===== config.mk =====
export PLATFORM = sky130hd
export DESIGN_NAME = strided_transfer_contiguity_check_core
export DESIGN_NICKNAME = d
export VERILOG_FILES = /design/src/hdl/stcc_pkg.sv /design/src/hdl/strided_transfer_contiguity_check_core.sv /design/src/hdl/stcc_front.sv /design/src/hdl/stcc_queue.sv /design/src/hdl/stcc_arith.sv /design/src/hdl/stcc_back.sv
export SDC_FILE = /design/constraint.sdc
export NUM_CORES = 2
export LEC_CHECK = 0
export BUFFER_PORTS_ARGS = -buffer_cell sky130_fd_sc_hd__buf_2
export CAP_MARGIN = 15
export CELL_PAD_IN_SITES_DETAIL_PLACEMENT = 0
export CELL_PAD_IN_SITES_GLOBAL_PLACEMENT = 2
export CORE_ASPECT_RATIO = 1.2
export CORE_MARGIN = 10
export CORE_UTILIZATION = 28
export DETAILED_ROUTE_END_ITERATION = 6
export GPL_ROUTABILITY_DRIVEN = 0
export GPL_TIMING_DRIVEN = 0
export PLACE_DENSITY_LB_ADDON = 0.25
export SKIP_CTS_REPAIR_TIMING = 1
export SLEW_MARGIN = 10
export SYNTH_ARGS = -nofsm -noshare
export SYNTH_HDL_FRONTEND = slang
export SYNTH_SLANG_ARGS = --single-unit

===== constraint.sdc =====
create_clock -name i_clk -period 16.8 [get_ports i_clk]
set_input_delay 0.84 -clock i_clk [delete_from_list [all_inputs] [get_ports i_clk]]
set_output_delay 0.84 -clock i_clk [all_outputs]
set_load 0.03 [all_outputs]

===== src/hdl/stcc_pkg.sv =====
// ----------------------------------------------------------------------------
// stcc_pkg
// Shared types and constants for the strided transfer contiguity checker.
// ----------------------------------------------------------------------------
package stcc_pkg;

    // field widths
    localparam int DATA_W     = 48;
    localparam int PROD_W     = 63;
    localparam int LVL_W      = 4;
    localparam int STEP_W     = $clog2(DATA_W);
    localparam int QUEUE_AW   = 1;

    // supported stride levels per descriptor
    localparam logic [LVL_W-1:0] MAX_LEVELS = LVL_W'(7);

    // largest signed 64-bit value, used as saturation level
    localparam logic [PROD_W-1:0] MAX_SIGNED = {PROD_W{1'b1}};

    // item kinds decided by the front end
    localparam logic [1:0] KIND_STRIDE = 2'd0;
    localparam logic [1:0] KIND_EXCESS = 2'd1;
    localparam logic [1:0] KIND_LAST   = 2'd2;

    // input transaction
    typedef struct packed {
        logic [DATA_W-1:0] source_stride;
        logic [DATA_W-1:0] dest_stride;
        logic [DATA_W-1:0] level_count;
        logic              is_last;
    } t_in_item;

    // output transaction
    typedef struct packed {
        logic              contiguous;
        logic [PROD_W-1:0] total_bytes;
        logic              product_overflow;
        logic              too_many_levels;
    } t_out_item;

    // classified item travelling through the queue
    typedef struct packed {
        logic [1:0]        kind;
        logic              first_level;
        logic [DATA_W-1:0] src;
        logic [DATA_W-1:0] dst;
        logic [DATA_W-1:0] cnt;
    } t_entry;

    // queue status
    typedef struct packed {
        logic full;
        logic empty;
    } t_q_status;

    // operands loaded into the arithmetic lanes
    typedef struct packed {
        logic [DATA_W-1:0] src;
        logic [DATA_W-1:0] dst;
        logic [DATA_W-1:0] div_src;
        logic [DATA_W-1:0] div_dst;
        logic [DATA_W-1:0] cnt;
        logic [PROD_W-1:0] bytes;
        logic [PROD_W-1:0] span;
    } t_arith_ops;

    // lane control from the back end sequencer
    typedef struct packed {
        logic start;
        logic step;
    } t_arith_ctl;

    // lane results after a full pass
    typedef struct packed {
        logic [PROD_W-1:0] bytes_prod;
        logic              bytes_ovf;
        logic [PROD_W-1:0] span_prod;
        logic              span_ovf;
        logic [DATA_W-1:0] q_src;
        logic [DATA_W-1:0] q_dst;
    } t_arith_res;

    // back end status seen at the top level
    typedef struct packed {
        logic busy;
        logic result_load;
    } t_back_status;

endpackage


===== src/hdl/strided_transfer_contiguity_check_core.sv =====
// ----------------------------------------------------------------------------
// strided_transfer_contiguity_check_core
// Classifies a strided DMA descriptor, one stride level per transaction,
// and reports contiguity, byte product and overflow on the final count.
//
//   channel | direction | handshake             | payload
//   --------+-----------+-----------------------+-----------
//   in      | input     | i_in_valid/o_in_stall | t_in_item
//   out     | output    | o_out_valid/i_out_stall | t_out_item
//
// in the back end each transaction is issued from idle, then takes 48 steps
// of the serial multiply and divide lanes and a commit state, one at a time
// the front end and a two-entry queue take transactions while the back
// end works; the input stalls only when the queue is full
// a final count holds in commit while the output register is full and stalled
// reset is synchronous, active low, and returns to an empty descriptor
// ----------------------------------------------------------------------------
module strided_transfer_contiguity_check_core
    import stcc_pkg::*;
(
    input  logic      i_clk,
    input  logic      i_rst_n,
    input  logic      i_in_valid,
    input  t_in_item  i_in_data,
    output logic      o_in_stall,
    output logic      o_out_valid,
    input  logic      i_out_stall,
    output t_out_item o_out_data
);

    t_entry       front_entry;
    t_entry       q_head;
    t_q_status    q_status;
    t_back_status back_status;
    logic         push;
    logic         pop;

    // front end: accept and classify
    stcc_front u_front (
        .i_clk      (i_clk),
        .i_rst_n    (i_rst_n),
        .i_in_valid (i_in_valid),
        .i_in_data  (i_in_data),
        .o_in_stall (o_in_stall),
        .i_q_status (q_status),
        .o_push     (push),
        .o_entry    (front_entry)
    );

    // decoupling queue
    stcc_queue u_queue (
        .i_clk    (i_clk),
        .i_rst_n  (i_rst_n),
        .i_push   (push),
        .i_entry  (front_entry),
        .i_pop    (pop),
        .o_head   (q_head),
        .o_status (q_status)
    );

    // back end: serial arithmetic and verdict
    stcc_back u_back (
        .i_clk       (i_clk),
        .i_rst_n     (i_rst_n),
        .i_q_head    (q_head),
        .i_q_status  (q_status),
        .o_pop       (pop),
        .i_out_stall (i_out_stall),
        .o_out_valid (o_out_valid),
        .o_out_data  (o_out_data),
        .o_status    (back_status)
    );

    // no push into a full queue
    a_push_room: assert property (@(posedge i_clk) disable iff (!i_rst_n)
        push |-> !q_status.full)
        else $error("push into full queue");

    // no pop from an empty queue, and only when the back end is free
    a_pop_legal: assert property (@(posedge i_clk) disable iff (!i_rst_n)
        pop |-> (!q_status.empty && !back_status.busy))
        else $error("illegal queue pop");

    // a result is only written when the output register is free
    a_out_free: assert property (@(posedge i_clk) disable iff (!i_rst_n)
        back_status.result_load |-> (!o_out_valid || !i_out_stall))
        else $error("result overwrites pending transaction");

    // a written result shows up on the next cycle
    a_out_shown: assert property (@(posedge i_clk) disable iff (!i_rst_n)
        back_status.result_load |=> o_out_valid)
        else $error("result not presented");

endmodule


===== src/hdl/stcc_front.sv =====
// ----------------------------------------------------------------------------
// stcc_front
// Accepts input transactions, tracks the stride level count and tags each
// item as stride level, excess level or final count.
// ----------------------------------------------------------------------------
module stcc_front
    import stcc_pkg::*;
(
    input  logic      i_clk,
    input  logic      i_rst_n,
    input  logic      i_in_valid,
    input  t_in_item  i_in_data,
    output logic      o_in_stall,
    input  t_q_status i_q_status,
    output logic      o_push,
    output t_entry    o_entry
);

    logic [LVL_W-1:0] r_level;
    logic [LVL_W-1:0] n_level;
    logic             excess;

    // accept whenever the queue has room
    assign o_in_stall = i_q_status.full;
    assign o_push     = i_in_valid && !i_q_status.full;
    assign excess     = (r_level >= MAX_LEVELS);

    // classify the item
    always_comb begin
        o_entry.src         = i_in_data.source_stride;
        o_entry.dst         = i_in_data.dest_stride;
        o_entry.cnt         = i_in_data.level_count;
        o_entry.first_level = (r_level == '0);
        priority if (i_in_data.is_last) begin
            o_entry.kind = KIND_LAST;
        end else if (excess) begin
            o_entry.kind = KIND_EXCESS;
        end else begin
            o_entry.kind = KIND_STRIDE;
        end
    end

    // level counter, cleared by the final count
    always_comb begin
        n_level = r_level;
        if (o_push) begin
            priority if (i_in_data.is_last) begin
                n_level = '0;
            end else if (!excess) begin
                n_level = r_level + LVL_W'(1);
            end else begin
                // excess levels leave the count at its limit
                n_level = r_level;
            end
        end
    end

    always_ff @(posedge i_clk) begin
        if (!i_rst_n) begin
            r_level <= '0;
        end else begin
            r_level <= n_level;
        end
    end

endmodule


===== src/hdl/stcc_queue.sv =====
// ----------------------------------------------------------------------------
// stcc_queue
// Two-entry queue between the front end and the back end.
// ----------------------------------------------------------------------------
module stcc_queue
    import stcc_pkg::*;
(
    input  logic      i_clk,
    input  logic      i_rst_n,
    input  logic      i_push,
    input  t_entry    i_entry,
    input  logic      i_pop,
    output t_entry    o_head,
    output t_q_status o_status
);

    localparam int DEPTH = 2 ** QUEUE_AW;

    t_entry              r_mem [DEPTH];
    logic [QUEUE_AW-1:0] r_wr_ptr;
    logic [QUEUE_AW-1:0] r_rd_ptr;
    logic [QUEUE_AW:0]   r_count;

    assign o_head         = r_mem[r_rd_ptr];
    assign o_status.full  = (r_count == (QUEUE_AW+1)'(DEPTH));
    assign o_status.empty = (r_count == '0);

    // entry storage
    always_ff @(posedge i_clk) begin
        if (i_push) begin
            r_mem[r_wr_ptr] <= i_entry;
        end
    end

    // pointers and fill level
    always_ff @(posedge i_clk) begin
        if (!i_rst_n) begin
            r_wr_ptr <= '0;
            r_rd_ptr <= '0;
            r_count  <= '0;
        end else begin
            if (i_push) begin
                r_wr_ptr <= r_wr_ptr + QUEUE_AW'(1);
            end
            if (i_pop) begin
                r_rd_ptr <= r_rd_ptr + QUEUE_AW'(1);
            end
            unique case ({i_push, i_pop})
                2'b10:   r_count <= r_count + (QUEUE_AW+1)'(1);
                2'b01:   r_count <= r_count - (QUEUE_AW+1)'(1);
                default: r_count <= r_count;
            endcase
        end
    end

endmodule


===== src/hdl/stcc_arith.sv =====
// ----------------------------------------------------------------------------
// stcc_arith
// Serial arithmetic lanes: two checked shift-add multipliers sharing the
// count as multiplier, and two restoring dividers, one bit per step.
// ----------------------------------------------------------------------------
module stcc_arith
    import stcc_pkg::*;
(
    input  logic       i_clk,
    input  t_arith_ctl i_ctl,
    input  t_arith_ops i_ops,
    output t_arith_res o_res
);

    logic [DATA_W-1:0] r_mbits;
    logic [PROD_W-1:0] r_ma_b;
    logic [PROD_W-1:0] r_ma_s;
    logic [PROD_W-1:0] r_acc_b;
    logic [PROD_W-1:0] r_acc_s;
    logic              r_ovf_b;
    logic              r_ovf_s;
    logic [DATA_W-1:0] r_dvd_s;
    logic [DATA_W-1:0] r_dvd_d;
    logic [DATA_W-1:0] r_rem_s;
    logic [DATA_W-1:0] r_rem_d;
    logic [DATA_W-1:0] r_dsr_s;
    logic [DATA_W-1:0] r_dsr_d;

    logic [PROD_W+1:0] sum_b;
    logic [PROD_W+1:0] sum_s;
    logic [DATA_W:0]   sh_s;
    logic [DATA_W:0]   sh_d;
    logic [DATA_W:0]   diff_s;
    logic [DATA_W:0]   diff_d;
    logic              ge_s;
    logic              ge_d;

    // multiplier step, msb of count first: acc = 2*acc + bit*a
    assign sum_b = {1'b0, r_acc_b, 1'b0} + {2'b00, (r_mbits[DATA_W-1] ? r_ma_b : '0)};
    assign sum_s = {1'b0, r_acc_s, 1'b0} + {2'b00, (r_mbits[DATA_W-1] ? r_ma_s : '0)};

    // divider step, restoring
    assign sh_s   = {r_rem_s, r_dvd_s[DATA_W-1]};
    assign sh_d   = {r_rem_d, r_dvd_d[DATA_W-1]};
    assign ge_s   = (sh_s >= {1'b0, r_dsr_s});
    assign ge_d   = (sh_d >= {1'b0, r_dsr_d});
    assign diff_s = sh_s - {1'b0, r_dsr_s};
    assign diff_d = sh_d - {1'b0, r_dsr_d};

    always_ff @(posedge i_clk) begin
        if (i_ctl.start) begin
            r_mbits <= i_ops.cnt;
            r_ma_b  <= i_ops.bytes;
            r_ma_s  <= i_ops.span;
            r_acc_b <= '0;
            r_acc_s <= '0;
            r_ovf_b <= 1'b0;
            r_ovf_s <= 1'b0;
            r_dvd_s <= i_ops.src;
            r_dvd_d <= i_ops.dst;
            r_rem_s <= '0;
            r_rem_d <= '0;
            r_dsr_s <= i_ops.div_src;
            r_dsr_d <= i_ops.div_dst;
        end else if (i_ctl.step) begin
            r_mbits <= {r_mbits[DATA_W-2:0], 1'b0};
            // once the partial product passes 2^63-1 the result can only grow
            r_acc_b <= sum_b[PROD_W-1:0];
            r_acc_s <= sum_s[PROD_W-1:0];
            r_ovf_b <= r_ovf_b || (sum_b[PROD_W+1:PROD_W] != 2'b00);
            r_ovf_s <= r_ovf_s || (sum_s[PROD_W+1:PROD_W] != 2'b00);
            r_rem_s <= ge_s ? diff_s[DATA_W-1:0] : sh_s[DATA_W-1:0];
            r_rem_d <= ge_d ? diff_d[DATA_W-1:0] : sh_d[DATA_W-1:0];
            r_dvd_s <= {r_dvd_s[DATA_W-2:0], ge_s};
            r_dvd_d <= {r_dvd_d[DATA_W-2:0], ge_d};
        end
    end

    assign o_res.bytes_prod = r_acc_b;
    assign o_res.bytes_ovf  = r_ovf_b;
    assign o_res.span_prod  = r_acc_s;
    assign o_res.span_ovf   = r_ovf_s;
    assign o_res.q_src      = r_dvd_s;
    assign o_res.q_dst      = r_dvd_d;

endmodule


===== src/hdl/stcc_back.sv =====
// ----------------------------------------------------------------------------
// stcc_back
// Back end: pops classified items, runs them through the serial lanes,
// updates the descriptor state and emits the verdict on the final count.
// ----------------------------------------------------------------------------
module stcc_back
    import stcc_pkg::*;
(
    input  logic         i_clk,
    input  logic         i_rst_n,
    input  t_entry       i_q_head,
    input  t_q_status    i_q_status,
    output logic         o_pop,
    input  logic         i_out_stall,
    output logic         o_out_valid,
    output t_out_item    o_out_data,
    output t_back_status o_status
);

    localparam logic [1:0] S_IDLE = 2'd0;
    localparam logic [1:0] S_RUN  = 2'd1;
    localparam logic [1:0] S_DONE = 2'd2;

    logic [1:0]        r_state;
    logic [1:0]        n_state;
    logic [STEP_W-1:0] r_step;
    t_entry            r_item;

    // descriptor state
    logic [DATA_W-1:0] r_prev_src, n_prev_src;
    logic [DATA_W-1:0] r_prev_dst, n_prev_dst;
    logic [PROD_W-1:0] r_span, n_span;
    logic [PROD_W-1:0] r_bytes, n_bytes;
    logic              r_gap, n_gap;
    logic              r_sc, n_sc;
    logic              r_ovf, n_ovf;
    logic              r_exc, n_exc;

    logic              r_out_valid;
    t_out_item         r_out_data;
    t_out_item         n_out_data;

    t_arith_ctl        ctl;
    t_arith_ops        ops;
    t_arith_res        res;

    logic              apply;
    logic              load_out;
    logic              zdiv;
    logic              sc_div;
    logic [DATA_W-1:0] ld_src;
    logic [DATA_W-1:0] ld_dst;
    logic              short_level;
    logic              sc_fin;

    // lane start and stepping
    assign o_pop     = (r_state == S_IDLE) && !i_q_status.empty;
    assign ctl.start = o_pop;
    assign ctl.step  = (r_state == S_RUN);

    assign ops.src     = i_q_head.src;
    assign ops.dst     = i_q_head.dst;
    assign ops.div_src = r_prev_src;
    assign ops.div_dst = r_prev_dst;
    assign ops.cnt     = i_q_head.cnt;
    assign ops.bytes   = r_bytes;
    assign ops.span    = r_span;

    stcc_arith u_arith (
        .i_clk (i_clk),
        .i_ctl (ctl),
        .i_ops (ops),
        .o_res (res)
    );

    // commit waits only when a final count meets a full, stalled output
    assign apply = (r_state == S_DONE) &&
                   !((r_item.kind == KIND_LAST) && r_out_valid && i_out_stall);
    assign load_out = apply && (r_item.kind == KIND_LAST);

    // sequencer
    always_comb begin
        n_state = r_state;
        unique case (r_state)
            S_IDLE: if (o_pop) begin
                n_state = S_RUN;
            end
            S_RUN: if (r_step == STEP_W'(DATA_W - 1)) begin
                n_state = S_DONE;
            end
            S_DONE: if (apply) begin
                n_state = S_IDLE;
            end
            default: n_state = S_IDLE;
        endcase
    end

    // leading dimensions and level checks
    assign zdiv   = !r_item.first_level && ((r_prev_src == '0) || (r_prev_dst == '0));
    assign sc_div = r_sc && !zdiv;
    assign ld_src = r_item.first_level ? r_item.src : res.q_src;
    assign ld_dst = r_item.first_level ? r_item.dst : res.q_dst;
    assign short_level = (r_item.cnt < ld_src) || (r_item.cnt < ld_dst);
    assign sc_fin = r_sc && !(r_gap && !r_item.first_level &&
                              (r_item.cnt != DATA_W'(1)));

    // state update at commit
    always_comb begin
        n_prev_src = r_prev_src;
        n_prev_dst = r_prev_dst;
        n_span     = r_span;
        n_bytes    = r_bytes;
        n_gap      = r_gap;
        n_sc       = r_sc;
        n_ovf      = r_ovf;
        n_exc      = r_exc;
        n_out_data = r_out_data;

        // saturating byte product
        if (!r_ovf) begin
            if (res.bytes_ovf) begin
                n_ovf   = 1'b1;
                n_bytes = MAX_SIGNED;
            end else begin
                n_bytes = res.bytes_prod;
            end
        end

        unique case (r_item.kind)
            KIND_STRIDE: begin
                n_prev_src = r_item.src;
                n_prev_dst = r_item.dst;
                n_sc       = sc_div;
                if (sc_div) begin
                    priority if (res.span_ovf) begin
                        n_sc = 1'b0;
                    end else begin
                        n_span = res.span_prod;
                        priority if (short_level && r_gap) begin
                            n_sc = 1'b0;
                        end else if (short_level) begin
                            n_gap = 1'b1;
                        end else if ((r_item.cnt != DATA_W'(1)) && r_gap) begin
                            n_sc = 1'b0;
                        end else begin
                            // full level, gap flag unchanged
                            n_gap = r_gap;
                        end
                    end
                end
            end
            KIND_EXCESS: begin
                n_exc = 1'b1;
                n_sc  = 1'b0;
            end
            KIND_LAST: begin
                n_out_data.contiguous       = sc_fin;
                n_out_data.total_bytes      = n_bytes;
                n_out_data.product_overflow = n_ovf;
                n_out_data.too_many_levels  = r_exc;
                // back to the idle descriptor state
                n_prev_src = '0;
                n_prev_dst = '0;
                n_span     = PROD_W'(1);
                n_bytes    = PROD_W'(1);
                n_gap      = 1'b0;
                n_sc       = 1'b1;
                n_ovf      = 1'b0;
                n_exc      = 1'b0;
            end
            default: begin
                n_sc = r_sc;
            end
        endcase
    end

    // control and descriptor registers
    always_ff @(posedge i_clk) begin
        if (!i_rst_n) begin
            r_state     <= S_IDLE;
            r_step      <= '0;
            r_prev_src  <= '0;
            r_prev_dst  <= '0;
            r_span      <= PROD_W'(1);
            r_bytes     <= PROD_W'(1);
            r_gap       <= 1'b0;
            r_sc        <= 1'b1;
            r_ovf       <= 1'b0;
            r_exc       <= 1'b0;
            r_out_valid <= 1'b0;
        end else begin
            r_state <= n_state;
            r_step  <= (r_state == S_RUN) ? r_step + STEP_W'(1) : '0;
            if (apply) begin
                r_prev_src <= n_prev_src;
                r_prev_dst <= n_prev_dst;
                r_span     <= n_span;
                r_bytes    <= n_bytes;
                r_gap      <= n_gap;
                r_sc       <= n_sc;
                r_ovf      <= n_ovf;
                r_exc      <= n_exc;
            end
            if (load_out) begin
                r_out_valid <= 1'b1;
            end else if (!i_out_stall) begin
                r_out_valid <= 1'b0;
            end
        end
    end

    // item and result payload
    always_ff @(posedge i_clk) begin
        if (o_pop) begin
            r_item <= i_q_head;
        end
        if (load_out) begin
            r_out_data <= n_out_data;
        end
    end

    assign o_out_valid          = r_out_valid;
    assign o_out_data           = r_out_data;
    assign o_status.busy        = (r_state != S_IDLE);
    assign o_status.result_load = load_out;

endmodule


# == After elaboration in Yosys (flattened, before gate mapping) ==
# Memories as Yosys holds them, arrays and structs flattened. A register that Yosys moved wholly into a read port is not among the register bits.
# Index checks and enable logic that the tools add are counted.
# totals
regBits,1046
latchBits,0
ram_bits,294
memories,1
mem_bits_ro,0
# op_classes
n_bitwise,0
shifts,0
div_mod_pow,0
muxes,50
n_eq_ne,18
magnitude_cmp,5
reduce_logical,45
n_mul,0
n_addsub,10
# memory_table
name,depth,width,read_ports,rd_ports_with_merged_regs,write_ports,line_no,text
u_queue.r_mem,2,147,1,1,1,stcc_queue.sv:19,t_entry r_mem [DEPTH];
# ops
operator,n
2-to-1 mux 48 bit,10
2-to-1 mux 63 bit,7
case mux 48 bit (2 select lines),2
adder 64 x 63 -> 65 bit,2
case mux 63 bit (2 select lines),1
greater-or-equal comparator 49 x 48 -> 1 bit,2
logical NOT 48 bit,2
< comparator 48 bit,2
subtractor 48 bit,2
"!= test 48 x 1 -> 1 bit, second input constant",1
2-to-1 mux 1 bit,19
logical AND 1 bit,13
AND reduction 2 bit,6
nonzero test 2 bit,6
"!= test 2 bit, second input constant",5
"equality test 2 bit, second input constant",4
2-to-1 mux 2 bit,4
2-to-1 mux 4 bit,2
"!= test 2 x 1 -> 1 bit, second input constant",4
"adder 6 x 1 -> 6 bit, second input constant",1
"equality test 2 x 1 -> 1 bit, second input constant",3
"equality test 6 bit, second input constant",1
logical NOT 1 bit,6
logical NOT 2 bit,3
other kinds (15),20

# == Depth between registers and ports, before layout ==
# logic_depth
word_depth,8
mapped_depth,17
depth_no_buf,14

# == Hierarchy ==
# A second synthesis with hierarchy kept.
# hier_totals
hier_cells,5802
hier_area_um2,65689.3
# by_module_without_submodules
module,seq_area_each_um2,cells_each,area_per_inst_um2,instances
stcc_arith,15474.8,3435,34623.2,1
stcc_back,11100.6,1715,18920.6,1
stcc_queue,8928.6,479,10812.9,1
stcc_front,80.1,173,1332.5,1

# == Worst setup path after synthesis ==
# OpenSTA, ideal clock, no wires.
# synth_path
path_kind,register to register
startpoint,register u_queue.r_count[0]
endpoint,register u_queue.r_count[1]
path_stages_with_launch,8
setup_time_ns,0.076
arrival_ns,13.073
slack_ns,3.652
path_cell_list,dfxtp_1 > clkbuf_1 > o21ai_1 > inv_1 > clkbuf_1 > ha_1 > or3_1 > a21boi_0
# synth_via
elab_chain_cells,5
word_cells_on_any_way,12
cone_classes,add/sub: 2; eq/ne: 3; mux: 1; reduce/logical: 6
# synth_rtl
item,line_no,text
start: declaration,stcc_queue.sv:22,logic [QUEUE_AW:0] r_count;
start signal: assignment,stcc_queue.sv:49,2'b10: r_count <= r_count + (QUEUE_AW+1)'(1);
start signal: assignment,stcc_queue.sv:50,2'b01: r_count <= r_count - (QUEUE_AW+1)'(1);
start signal: assignment,stcc_queue.sv:51,default: r_count <= r_count;
logical NOT 2 bit *,stcc_queue.sv:26,assign o_status.empty = (r_count == '0);
logical NOT 1 bit *,stcc_back.sv:57,assign o_pop = (r_state == S_IDLE) && !i_q_status.empty;
logical AND 1 bit *,stcc_back.sv:57,
net pop,strided_transfer_contiguity_check_core.sv:36,logic pop;
equality test 2 x 1 -> 1 bit / equality test 2 bit (equally long branches),stcc_queue.sv:48,"unique case ({i_push, i_pop})"
case mux 2 bit (2 select lines) / nonzero test 2 bit (equally long branches),n/a,
# Mark *: on every way through the listed nets, which the timed path passes. The rest lies on a longest branch.
# A chain may end at the register's enable or synchronous reset.

# == Final worst setup path ==
# layout_path
startpoint,register u_back.u_arith.r_mbits[47]
endpoint,register u_back.u_arith.r_acc_s[62]
# layout_via
elab_chain_cells,2
# layout_rtl
item,line_no,text
start: declaration,stcc_arith.sv:15,logic [DATA_W-1:0] r_mbits;
start signal: assignment,stcc_arith.sv:52,r_mbits <= i_ops.cnt;
start signal: assignment,stcc_arith.sv:66,"r_mbits <= {r_mbits[DATA_W-2:0], 1'b0};"
2-to-1 mux 63 bit,stcc_arith.sv:40,"assign sum_s = {1'b0, r_acc_s, 1'b0} + {2'b00, (r_mbits[DATA_W-1] ? r_ma_s : '0)};"
adder 64 x 63 -> 65 bit,stcc_arith.sv:40,
end signal: assignment,stcc_arith.sv:69,r_acc_s <= sum_s[PROD_W-1:0];
end: declaration,stcc_arith.sv:19,logic [PROD_W-1:0] r_acc_s;
# Every way passes these cells.

==> results.sh <==
export IMPL_min_period_ns=6.63
export IMPL_dp_cells=9271
export IMPL_cts_root_buf="clkbuf_16"
export IMPL_clock_path_buffers=3
export IMPL_pwr_share_seq_pct=36.7
export IMPL_dp_slack_ns=10.11
export IMPL_multi_input_area_um2=27300
export IMPL_start_util_pct=28.1
export IMPL_seq_area_frac_synth_pct=54.9
export IMPL_slowest_delay_ns=0.81
export IMPL_setup_slack_ns=10.17
export IMPL_dr_pass1_iters=5
export IMPL_hold_violations=0
export IMPL_post_dp_hpwl_um=161000
export IMPL_internal_power_mw=8.53
export IMPL_final_seq_area_um2=35600
export IMPL_die_width_um=459
export IMPL_drive_gt1_share_pct=10.8
export IMPL_required_ns=17.49
export IMPL_hold_class="in -> reg"
export IMPL_crit_path_end_kind="flop"
export IMPL_grt_overflow=0
export IMPL_final_common_cell="nand2_1"
export IMPL_pwr_share_comb_pct=38.7
export IMPL_grt_start_max_net_pins=95
export IMPL_synth_ff_type="edfxtp_1"
export IMPL_grtUsageTotal_pct=16.2
export IMPL_grt_pass1_vias=47691
export IMPL_maxSlewViolCount=0
export IMPL_rows=193
export IMPL_via_per_inst=4.84
export IMPL_maxCapViolCount=0
export IMPL_syn_area_um2=64800
export IMPL_cts_tree="built"
export IMPL_ant_nets=0
export IMPL_ys_seq_elements=1341
export IMPL_leakage_nw=28.5
export IMPL_yosys_warnings=0
export IMPL_cp_slowest_cell="a311oi_1"
export IMPL_clock_sinks=1341
export IMPL_setup_violations=0
export IMPL_p_clk_share_pct=24.6
export IMPL_stdcell_area_um2=75600
export IMPL_drt_wl_total_um=210000
export IMPL_relSlewSlack_pct=19.2
export IMPL_io_pins=217
export IMPL_critPathLaunchType="flop"
export IMPL_status="finished, final reports clean"
export IMPL_syn2layout_area_growth_pct=16.7
export IMPL_postSynthCellCount=6004
export IMPL_antenna_found_initial=19
export IMPL_die_area_um2=251000
export IMPL_instances_no_fill=9561
export IMPL_drt_iter0_drc=2712
export IMPL_syn_num_nets=6478
export IMPL_core_area_um2=230000
export IMPL_dpl_cell_area_um2=70300
export IMPL_rsz0062_at_grt="no"
export IMPL_ys_types=90
export IMPL_critPathMaxFanout=10
export IMPL_final_cell_mix="886 x nand2_1, 873 x edfxtp_1, 468 x dfxtp_1"
export IMPL_port_buffers=216
export IMPL_wl_per_cell_um=22.0
export IMPL_die_height_um=547
export IMPL_tns_ns=0
export IMPL_drc=0
export IMPL_period_share_pct=39.5
export IMPL_num_vias=46263
export IMPL_async_flop_share_pct=0
export IMPL_h_tree_depth=4
export IMPL_grt_pass1_wl_um=313000
export IMPL_postSynthAreaPerCell_um2=10.8
export IMPL_p_sw_share_pct=40.0
export IMPL_arrival_ns=7.32
export IMPL_num_nets_final=6882
export IMPL_clkTransAtPathRegs_ns=0.06
export IMPL_tightest_slew_ns=1.21
export IMPL_power_density_nw_per_um2=188
export IMPL_max_clock_freq_mhz=151
export IMPL_cts_inserted_buffers=157
export IMPL_path_cells="clkbuf_2 -> clkbuf_1 -> clkbuf_1 -> nand2_1 -> inv_1 -> ha_1 -> a211oi_1 -> o21bai_1 -> o21ai_0 -> a211oi_1 -> nor3_1 -> o21ai_1 -> a311oi_1 -> a22oi_1 -> xnor2_1 -> o21ai_0"
export IMPL_synth_edf_count=873
export IMPL_insertion_delay_ns=0.84
export IMPL_ir_worst_vdd_mv=0.146
export IMPL_worst_setup_path_type="reg -> reg"
export IMPL_skew_ns=0.0409
export IMPL_num_fill_cells=23504
export IMPL_p_sw_mw=5.69
-- worst max-delay path: cells and delay by family, from the launching register on --
family	cells	cell delay, ns
adder cells (fa/ha/maj)	1	0.24
AO/OA/AOI/OAI	8	2.71
buffers and inverters	4	2.02
XOR/XNOR	1	0.26
AND/OR/NAND/NOR	2	0.91
flip-flops	1	0.33
-- through the flow --
stage / total power [mW] / utilization (%) / hold WS, ns
6_report: 14.2 / 32.8 / 0.183
5_1_grt: 15.2 / 32.8 / 0.147
4_1_cts: 14.4 / 32.8 / 0.105
3_5_place_dp: 10.9 / 30.5 / 0.413
3_3_place_gp: 10.7 / 30.2 / 0.410
2_1_floorplan: 8.88 / - / 0.408
-- power groups by stage --
stage	sequential, mW	combinational, mW	clock (mW)
floorplan	5.25	3.63	0
global placement	5.47	5.26	0
detailed placement	5.28	5.58	0
CTS	5.22	5.61	3.61
global route	5.30	6.13	3.74
finish	5.22	5.50	3.50
-- cell families (layout without fill, tap and decap cells) --
family          after synthesis  after routing  share of synthesized area [%]
simple gates               1904           1904                           14.0
fa+ha+maj                   325            325                           6.32
xor+xnor                    198            198                           2.68
mux                         308            308                           5.05
other cells                   0              3                              0
flops                      1341           1341                           54.9
buf+inv                     509           1041                           2.99
compound gates             1419           1419                           14.0
-- synth_stat cells (all sizes together), types with 15 or more instances --
cell	instances	area [um2]
clkbuf	293	1100
a22oi	160	1200
nor2b	189	1190
nand4	84	526
o21a	30	225
xnor2	117	1020
nand2	886	3330
a21o	145	1090
dfxtp	468	9370
and3	31	194
nor3	40	200
a21boi	73	548
nand3b	63	473
nand3	128	641
xor2	81	709
a21oi	289	1460
o31ai	25	193
mux2	151	1700
inv	178	668
o21ai	422	2120
nor2	226	848
a31oi	50	319
and2	139	870
o21bai	40	300
edfxtp	873	26200
o211ai	20	150
nand2b	29	181
nor4	43	269
a211o	15	131
ha	321	4020
a211oi	31	238
mux2i	157	1570
buf	38	168
-- sequential cells by signal (all words and copies together) (netlist names), 63 cells and up, named ones only --
name / cells
u_back.u_arith.r_ma_s: 63
u_queue.r_mem: 294
u_back.u_arith.r_acc_s: 63
u_back.u_arith.r_ma_b: 63
u_back.u_arith.r_acc_b: 63
u_back.o_out_data: 66
u_back.r_item: 147
u_back.r_bytes: 63
u_back.r_span: 63
-- metal layers --
metal | wire (um) | part of all wire, % | track usage [%] | vias to the layer above
li1 | - | - | - | 22696
met1 | 91600 | 44 | 20.0 | 22496
met5 | 119 | 0.057 | 0 | -
met4 | 5380 | 2.6 | 4.66 | 18
met2 | 107000 | 51 | 29.4 | 772
met3 | 6610 | 3.1 | 2.18 | 281
-- final cells by class --
| type | instances | area share [%] |
|---|---|---|
| Timing Repair Buffer | 245 | 2.28 |
| Tap cell | 3022 | 5.00 |
| Clock buffer | 198 | 5.56 |
| Sequential cell | 1341 | 47.1 |
| Inverter | 178 | 0.897 |
| Multi-Input combinational cell | 4154 | 36.1 |
| Antenna cell | 3 | 0.00993 |
| Clock inverter | 89 | 1.41 |
| Buffer | 331 | 1.70 |
-- worst paths after layout --
check	startpoint	to	slack [ns]	depth (start not counted)
min	i_in_data[96]	u_queue.r_mem[0][95]	0.18	1
max reg2reg	u_back.u_arith.r_mbits[47]	u_back.u_arith.r_acc_s[62]	10.17	16
min reg2reg	u_back.r_span[37]	u_back.u_arith.r_ma_s[37]	0.41	0
max	u_back.u_arith.r_mbits[47]	u_back.u_arith.r_acc_s[62]	10.17	16
Power figures use the tool's default switching activity.
